### src/hdl/smps_pkg.sv
package smps_pkg;

    localparam int CAPACITY = 64;
    localparam int ADDR_W   = $clog2(CAPACITY);
    localparam int CNT_W    = $clog2(CAPACITY + 1);

    localparam int OP_W     = 2;
    localparam int VALUE_W  = 32;
    localparam int RANK_W   = 7;
    localparam int TOTAL_W  = 38;
    localparam int COUNT_W  = 7;
    localparam int STATUS_W = 2;

    localparam int S_DATA_W = ((VALUE_W + RANK_W + 7) / 8) * 8;
    localparam int M_DATA_W = ((TOTAL_W + COUNT_W + 7) / 8) * 8;

    typedef enum logic [OP_W-1:0] {
        OP_INSERT    = 2'd0,
        OP_DELETE    = 2'd1,
        OP_SUM_BELOW = 2'd2,
        OP_SUM_RANK  = 2'd3
    } op_t;

    typedef enum logic [STATUS_W-1:0] {
        STATUS_OK        = 2'd0,
        STATUS_FULL      = 2'd1,
        STATUS_NOT_FOUND = 2'd2
    } status_t;

    typedef enum logic [1:0] {
        S_IDLE,
        S_SCAN,
        S_DONE
    } state_t;

endpackage

### src/hdl/smps_ram.sv
module smps_ram #(
    parameter int DEPTH = 64,
    parameter int WIDTH = 32,
    localparam int ADDR_W = $clog2(DEPTH)
) (
    input  logic              clk,
    input  logic              wr_en,
    input  logic [ADDR_W-1:0] wr_addr,
    input  logic [WIDTH-1:0]  wr_data,
    input  logic              rd_en,
    input  logic [ADDR_W-1:0] rd_addr,
    output logic [WIDTH-1:0]  rd_data
);

    logic [WIDTH-1:0] mem [DEPTH];

    always_ff @(posedge clk)
    begin
        if (wr_en)
        begin
            mem[wr_addr] <= wr_data;
        end
    end

    always_ff @(posedge clk)
    begin
        if (rd_en)
        begin
            rd_data <= mem[rd_addr];
        end
    end

endmodule

### src/hdl/sorted_multiset_prefix_sum.sv
// Sorted multiset of up to CAPACITY signed 32-bit values kept in ascending order in a
// one-write, one-read memory. Each request (insert, delete one copy, sum of values below
// a key, sum of the k smallest) gives one result with the sum, the element count after
// the request and a status. The stored entries are walked one per cycle through the
// single read port, with one shared compare and one shared 38-bit adder working on the
// entry just read; an insert stops as soon as its slot is found, and an insert into a
// full store skips the walk and goes straight to its result. The input is not ready
// while a request is in work; a finished result sits in an output register, so the
// next request is taken while the previous result waits.
module sorted_multiset_prefix_sum (
    input  logic                          clk,
    input  logic                          rst_n,
    input  logic                          s_axis_tvalid,
    output logic                          s_axis_tready,
    // value [31:0], rank [38:32], zero pad
    input  logic [smps_pkg::S_DATA_W-1:0] s_axis_tdata,
    // operation [1:0]
    input  logic [smps_pkg::OP_W-1:0]     s_axis_tuser,
    output logic                          m_axis_tvalid,
    input  logic                          m_axis_tready,
    // total [37:0], count [44:38], zero pad
    output logic [smps_pkg::M_DATA_W-1:0] m_axis_tdata,
    // status [1:0]
    output logic [smps_pkg::STATUS_W-1:0] m_axis_tuser
);

    import smps_pkg::*;

    localparam int CMP_W = (ADDR_W > RANK_W) ? ADDR_W : RANK_W;

    state_t                     state_reg, state_next;
    op_t                        op_reg, op_next;
    logic signed [VALUE_W-1:0]  val_reg, val_next;
    logic [RANK_W-1:0]          rank_reg, rank_next;
    logic [CNT_W-1:0]           cnt_reg, cnt_next;
    logic [ADDR_W-1:0]          rd_addr_reg, rd_addr_next;
    logic [CNT_W-1:0]           left_reg, left_next;
    logic                       pipe_vld_reg, pipe_vld_next;
    logic [ADDR_W-1:0]          pipe_idx_reg, pipe_idx_next;
    logic                       found_reg, found_next;
    logic                       placed_reg, placed_next;
    logic signed [TOTAL_W-1:0]  acc_reg, acc_next;
    status_t                    status_reg, status_next;

    logic                       out_valid_reg, out_valid_next;
    logic [TOTAL_W-1:0]         out_total_reg, out_total_next;
    logic [COUNT_W-1:0]         out_count_reg, out_count_next;
    status_t                    out_status_reg, out_status_next;

    logic                       accept;
    logic                       finish;
    logic                       slot_free;
    logic                       rd_en;
    logic [VALUE_W-1:0]         rd_data;
    logic                       wr_en;
    logic [ADDR_W-1:0]          wr_addr;
    logic [VALUE_W-1:0]         wr_data;
    logic                       data_lt;
    logic                       data_eq;
    logic                       add_en;
    logic signed [TOTAL_W-1:0]  add_sum;
    logic                       place_now;

    smps_ram #(
        .DEPTH(CAPACITY),
        .WIDTH(VALUE_W)
    ) u_ram (
        .clk     (clk),
        .wr_en   (wr_en),
        .wr_addr (wr_addr),
        .wr_data (wr_data),
        .rd_en   (rd_en),
        .rd_addr (rd_addr_reg),
        .rd_data (rd_data)
    );

    assign s_axis_tready = (state_reg == S_IDLE);
    assign accept        = s_axis_tvalid && s_axis_tready;
    assign finish        = (state_reg == S_SCAN) && (left_reg == '0) && !pipe_vld_reg;
    assign slot_free     = !out_valid_reg || m_axis_tready;

    // shared compare and adder
    assign data_lt = $signed(rd_data) < val_reg;
    assign data_eq = $signed(rd_data) == val_reg;
    assign add_sum = acc_reg + TOTAL_W'($signed(rd_data));

    assign place_now = pipe_vld_reg && (op_reg == OP_INSERT) && (data_lt || data_eq);
    assign rd_en     = (state_reg == S_SCAN) && (left_reg != '0) && !place_now;

    always_comb
    begin
        state_next = state_reg;
        case (state_reg)
            S_IDLE:
            begin
                if (accept)
                begin
                    if ((op_t'(s_axis_tuser) == OP_INSERT) && (cnt_reg >= CNT_W'(CAPACITY)))
                    begin
                        state_next = S_DONE;
                    end
                    else
                    begin
                        state_next = S_SCAN;
                    end
                end
            end
            S_SCAN:
            begin
                if (finish)
                begin
                    state_next = S_DONE;
                end
            end
            S_DONE:
            begin
                if (slot_free)
                begin
                    state_next = S_IDLE;
                end
            end
            default:
            begin
                state_next = S_IDLE;
            end
        endcase
    end

    always_comb
    begin
        op_next         = op_reg;
        val_next        = val_reg;
        rank_next       = rank_reg;
        cnt_next        = cnt_reg;
        rd_addr_next    = rd_addr_reg;
        left_next       = left_reg;
        pipe_vld_next   = rd_en;
        pipe_idx_next   = rd_addr_reg;
        found_next      = found_reg;
        placed_next     = placed_reg;
        acc_next        = acc_reg;
        status_next     = status_reg;
        out_valid_next  = out_valid_reg && !m_axis_tready;
        out_total_next  = out_total_reg;
        out_count_next  = out_count_reg;
        out_status_next = out_status_reg;
        wr_en           = 1'b0;
        wr_addr         = pipe_idx_reg;
        wr_data         = rd_data;
        add_en          = 1'b0;

        case (state_reg)
            S_IDLE:
            begin
                if (accept)
                begin
                    op_next     = op_t'(s_axis_tuser);
                    val_next    = $signed(s_axis_tdata[VALUE_W-1:0]);
                    rank_next   = s_axis_tdata[VALUE_W +: RANK_W];
                    left_next   = cnt_reg;
                    found_next  = 1'b0;
                    placed_next = 1'b0;
                    acc_next    = '0;
                    status_next = STATUS_OK;
                    if (op_t'(s_axis_tuser) == OP_INSERT)
                    begin
                        rd_addr_next = cnt_reg[ADDR_W-1:0] - ADDR_W'(1);
                        if (cnt_reg >= CNT_W'(CAPACITY))
                        begin
                            status_next = STATUS_FULL;
                            left_next   = '0;
                        end
                    end
                    else
                    begin
                        rd_addr_next = '0;
                    end
                end
            end
            S_SCAN:
            begin
                if (rd_en)
                begin
                    left_next = left_reg - CNT_W'(1);
                    if (op_reg == OP_INSERT)
                    begin
                        rd_addr_next = rd_addr_reg - ADDR_W'(1);
                    end
                    else
                    begin
                        rd_addr_next = rd_addr_reg + ADDR_W'(1);
                    end
                end

                if (pipe_vld_reg)
                begin
                    case (op_reg)
                        OP_INSERT:
                        begin
                            wr_en   = 1'b1;
                            wr_addr = pipe_idx_reg + ADDR_W'(1);
                            if (place_now)
                            begin
                                wr_data       = val_reg;
                                placed_next   = 1'b1;
                                left_next     = '0;
                                pipe_vld_next = 1'b0;
                            end
                        end
                        OP_DELETE:
                        begin
                            if (found_reg)
                            begin
                                wr_en   = 1'b1;
                                wr_addr = pipe_idx_reg - ADDR_W'(1);
                            end
                            else if (data_eq)
                            begin
                                found_next = 1'b1;
                            end
                        end
                        OP_SUM_BELOW:
                        begin
                            add_en = data_lt;
                        end
                        OP_SUM_RANK:
                        begin
                            add_en = CMP_W'(pipe_idx_reg) < CMP_W'(rank_reg);
                        end
                        default:
                        begin
                            add_en = 1'b0;
                        end
                    endcase
                end

                if (add_en)
                begin
                    acc_next = add_sum;
                end

                if (finish)
                begin
                    if (op_reg == OP_INSERT)
                    begin
                        cnt_next = cnt_reg + CNT_W'(1);
                        if (!placed_reg)
                        begin
                            wr_en   = 1'b1;
                            wr_addr = '0;
                            wr_data = val_reg;
                        end
                    end
                    else if (op_reg == OP_DELETE)
                    begin
                        if (found_reg)
                        begin
                            cnt_next = cnt_reg - CNT_W'(1);
                        end
                        else
                        begin
                            status_next = STATUS_NOT_FOUND;
                        end
                    end
                end
            end
            S_DONE:
            begin
                if (slot_free)
                begin
                    out_valid_next  = 1'b1;
                    out_total_next  = acc_reg;
                    out_count_next  = COUNT_W'(cnt_reg);
                    out_status_next = status_reg;
                end
            end
            default:
            begin
                wr_en = 1'b0;
            end
        endcase
    end

    always_ff @(posedge clk or negedge rst_n)
    begin
        if (!rst_n)
        begin
            state_reg     <= S_IDLE;
            cnt_reg       <= '0;
            left_reg      <= '0;
            pipe_vld_reg  <= 1'b0;
            found_reg     <= 1'b0;
            placed_reg    <= 1'b0;
            out_valid_reg <= 1'b0;
        end
        else
        begin
            state_reg     <= state_next;
            cnt_reg       <= cnt_next;
            left_reg      <= left_next;
            pipe_vld_reg  <= pipe_vld_next;
            found_reg     <= found_next;
            placed_reg    <= placed_next;
            out_valid_reg <= out_valid_next;
        end
    end

    always_ff @(posedge clk)
    begin
        op_reg         <= op_next;
        val_reg        <= val_next;
        rank_reg       <= rank_next;
        rd_addr_reg    <= rd_addr_next;
        pipe_idx_reg   <= pipe_idx_next;
        acc_reg        <= acc_next;
        status_reg     <= status_next;
        out_total_reg  <= out_total_next;
        out_count_reg  <= out_count_next;
        out_status_reg <= out_status_next;
    end

    assign m_axis_tvalid = out_valid_reg;
    assign m_axis_tdata  = {{(M_DATA_W - TOTAL_W - COUNT_W){1'b0}}, out_count_reg, out_total_reg};
    assign m_axis_tuser  = out_status_reg;

    a_count_bound: assert property (@(posedge clk) disable iff (!rst_n)
        cnt_reg <= CNT_W'(CAPACITY))
        else $error("stored count above capacity");

    a_write_in_scan: assert property (@(posedge clk) disable iff (!rst_n)
        wr_en |-> (state_reg == S_SCAN))
        else $error("memory write outside scan");

    a_pipe_in_scan: assert property (@(posedge clk) disable iff (!rst_n)
        pipe_vld_reg |-> (state_reg == S_SCAN))
        else $error("read data pending outside scan");

    a_result_loaded: assert property (@(posedge clk) disable iff (!rst_n)
        ((state_reg == S_DONE) && slot_free) |=> m_axis_tvalid)
        else $error("finished request not presented");

    a_full_only_insert: assert property (@(posedge clk) disable iff (!rst_n)
        ((state_reg == S_DONE) && (status_reg == STATUS_FULL)) |-> (op_reg == OP_INSERT))
        else $error("full status on a non-insert request");

endmodule

### config.mk
export PLATFORM = sky130hd
export DESIGN_NAME = sorted_multiset_prefix_sum
export DESIGN_NICKNAME = d
export VERILOG_FILES = /design/src/hdl/smps_pkg.sv /design/src/hdl/smps_ram.sv /design/src/hdl/sorted_multiset_prefix_sum.sv
export SDC_FILE = /design/constraint.sdc
export NUM_CORES = 2
export LEC_CHECK = 0
export BUFFER_PORTS_ARGS = -buffer_cell sky130_fd_sc_hd__buf_4
export CORE_ASPECT_RATIO = 0.75
export CORE_MARGIN = 8
export CORE_UTILIZATION = 45
export DETAILED_ROUTE_END_ITERATION = 10
export GPL_TIMING_DRIVEN = 0
export PLACE_DENSITY = 0.71
export SLEW_MARGIN = 20
export SYNTH_ARGS = -nofsm -noshare
export SYNTH_HDL_FRONTEND = slang
export SYNTH_SLANG_ARGS = --single-unit
### constraint.sdc
create_clock -name clk -period 6.79 [get_ports clk]
set_input_delay 0.679 -clock clk [delete_from_list [all_inputs] [get_ports clk]]
set_output_delay 0.679 -clock clk [all_outputs]
set_load 0.02 [all_outputs]
==> summary.md <==
| Metric | Value |
|---|---|
| Outcome | finished clean |
| Post_cts resized | 0 |
| Tmin final | 5.11 ns |
| Die X | 527 µm |
| Skew final | 0.116 ns |
| Post-route ant nets | 0 |
| Crit path cell chain | nand2b_1 > buf_2 > inv_2 > nand4_1 > or3_1 > buf_2 > nand2_1 > o31ai_1 > nand2_1 > nor2_4 > buf_12 |
| Final Cycle Share | 75.3% |
| Post-CTS Setup Repair Bufs | 0 |
| Placer congestion estimate | 0.886 |
| Crit Path Class | reg -> reg |
| Initial Util | 45.3% |
| Share of flip-flops with an asynchronous set or reset | 0.893% |
| Pin count of the biggest net entering global routing | 65 |
| Crit path largest cell delay | 0.94 ns |
| Max transition margin | 20.5% |
| Crit. End Element | register |
| Overall Global Routing Usage | 22.8% |
| Worst EP arrival | 5.59 ns |
| DR iter-0 viols | 7,754 |
| Core area | 194,000 µm² |
| CP Launch Type | register |
| Sequential share of the synthesized area | 76.2% |
| Critical path peak fanout | 19 |
| Cell taking the most area after synthesis | edfxtp_1 |
| Synthesized instance count | 3,862 |
| Max reg flops | 2,048 |
| Worst skew pair latency | 0.88 ns |
| Layout net count | 4,441 |
| Register bit count reported by yosys | 2,240 |
| Dpl hpwl | 162,000 µm |
| Worst-case clock buffer depth | 4 |
| Main synth FF type | edfxtp_1 |
| Peak VDD IR | 0.467 mV |
| Worst hold slack | 0.0590 ns |
| Power per Cell Area | 467 nW/µm² |
| Synthesized area per cell | 22.8 µm² |
| Largest cells by area after synthesis | edfxtp_1 (75%), mux4_2 (17%), ha_1 (1.2%) |
| Die height | 399 µm |
| First-pass GRT wire length | 340,000 µm |
| CTS buffer count | 201 |
| Final slew viol count | 0 |
| Area grow syn2layout | 16.5% |
| Mapped cell area | 88,100 µm² |
| TNS Setup | 0 ns |
| Hold crit path type | in -> reg |
| Ys Warns | 0 |
| CTS tree | built |
| Required time of the critical path | 7.27 ns |
| Fin. Hold Viols | 0 |
| DIE AREA | 210,000 µm² |
| Netlist cell types | 70 |
| H-tree Lvls | 4 |
| Share of Yosys cell area claimed by the top area cell type | 75.5% |
| Via count of the first global-routing pass | 43.6k |
| Root buffer cell | clkbuf_16 |
| Vias | 44.8k |
| Layout cells sized above 1 | 30.9% |
| Most common cell in the netlist | edfxtp_1 |
| Number of synthesized flops with an enable pin | 2,214 |
| DRC | 0 |
| Port Buffers | 93 |
| Reg clk slew, reported paths | 0.06 ns |
| WL per Instance | 34.8 µm |
| Final wirelength | 245,000 µm |
| Commonest cells post-synth | edfxtp_1 (2,214), mux4_2 (664), nor2_1 (127), clkbuf_1 (92), ha_1 (88) |
| Slowest CP cell | nand2_1 |
| Max Fclk | 196 MHz |
| GRT Residual Overflow | 0 |
| Final setup fails | 0 |
| Via-to-Cell Ratio | 6.38 |
| # Max-Cap Violations | 0 |
| RSZ-0062 raised after global routing | false |
| DR pass1 iterations | 6 |
| Row cnt | 140 |
| Clk sink count | 2,240 |
| Pleak | 32.6 nW |
| Worst-margin pin slew | 1.19 ns |
| Ports | 98 |
| Antenna violations before repair | 21 |
[through the flow]
step | util (%) | instance area (µm²) | power (W) | worst slack, ns | cells
finish | 52.8 | 103000 | 0.0480 | 1.68 | 7029
global route | 52.8 | 103000 | 0.0493 | 1.61 | 7006
CTS | 52.7 | 103000 | 0.0476 | 1.87 | 7005
detailed placement | 49.5 | 96300 | 0.0364 | 1.89 | 6656
global placement | 47.3 | 92000 | 0.0355 | -0.749 | 6513
floorplan | - | 88100 | 0.0290 | 1.54 | 3864
[final cells by class]
| class | count | area (µm²) |
|---|---|---|
| Clock buffer | 236 | 5240 |
| Buffer | 175 | 817 |
| Tap cell | 2556 | 3200 |
| Inverter | 63 | 236 |
| Multi-Input combinational cell | 1386 | 20600 |
| Timing Repair Buffer | 237 | 4350 |
| Antenna cell | 24 | 60.1 |
| Sequential cell | 2240 | 67100 |
| Fill cell | 14400 | 91800 |
| Clock inverter | 112 | 1030 |
[power breakdown]
group	internal (W)	switching [W]	total, W
Clock	0.00618	0.00500	0.0112
Sequential	0.0185	0.000515	0.0190
Combinational	0.00646	0.0114	0.0178
[worst max-delay path, delay by kind of cell (launching register included)]
| family | cells | cell delay (ns) |
|---|---|---|
| simple gates | 6 | 2.70 |
| buf+inv | 4 | 0.73 |
| flops | 1 | 0.46 |
| compound gates | 1 | 0.87 |
[worst paths after layout]
check | from | end | slack, ns | cells after the start
min in group asynchronous | rst_n | cnt_reg[1] | 0.33 | 2
worst min register to register | status_reg[0] | m_axis_tuser[0] | 0.42 | 0
worst min-delay path | s_axis_tdata[10] | val_reg[10] | 0.06 | 1
max in group asynchronous | rst_n | left_reg[1] | 6.24 | 2
worst max-delay path | state_reg[1] | u_ram.mem[22][7] | 1.68 | 11
worst max register to register | state_reg[1] | u_ram.mem[22][7] | 1.68 | 11
[cell usage in the layout (no fill, tap or decap), types with 42 or more instances in the layout]
master and count:
edfxtp_1 2214, mux4_2 664, clkbuf_16 204, buf_4 110, buf_16 109, clkbuf_1 108, ha_1 88, nor2_4 65
nor2_1 62, nand2_1 62, inv_1 61, a21oi_1 57, clkinv_1 42
[cell families after synthesis]
group	share of synthesized area, %
compound gates	1.60
flops	76.2
simple gates	1.72
mux	17.6
buf+inv	1.17
xor+xnor	0.408
other cells	0.00426
fa+ha+maj	1.32
[repair_timing]
action	in CTS	in global routing
hold endpoints to repair	20	0
hold buffers	1	0
endpoints found under the setup margin	0	0
[routing by layer]
| metal | share of wire, % | track usage, % |
|---|---|---|
| met1 | 38 | 32.6 |
| met2 | 43 | 32.6 |
| met3 | 16 | 8.89 |
| met4 | 3.5 | 7.18 |
| met5 | 0.011 | 0 |
(Power assumes the default switching activity.)
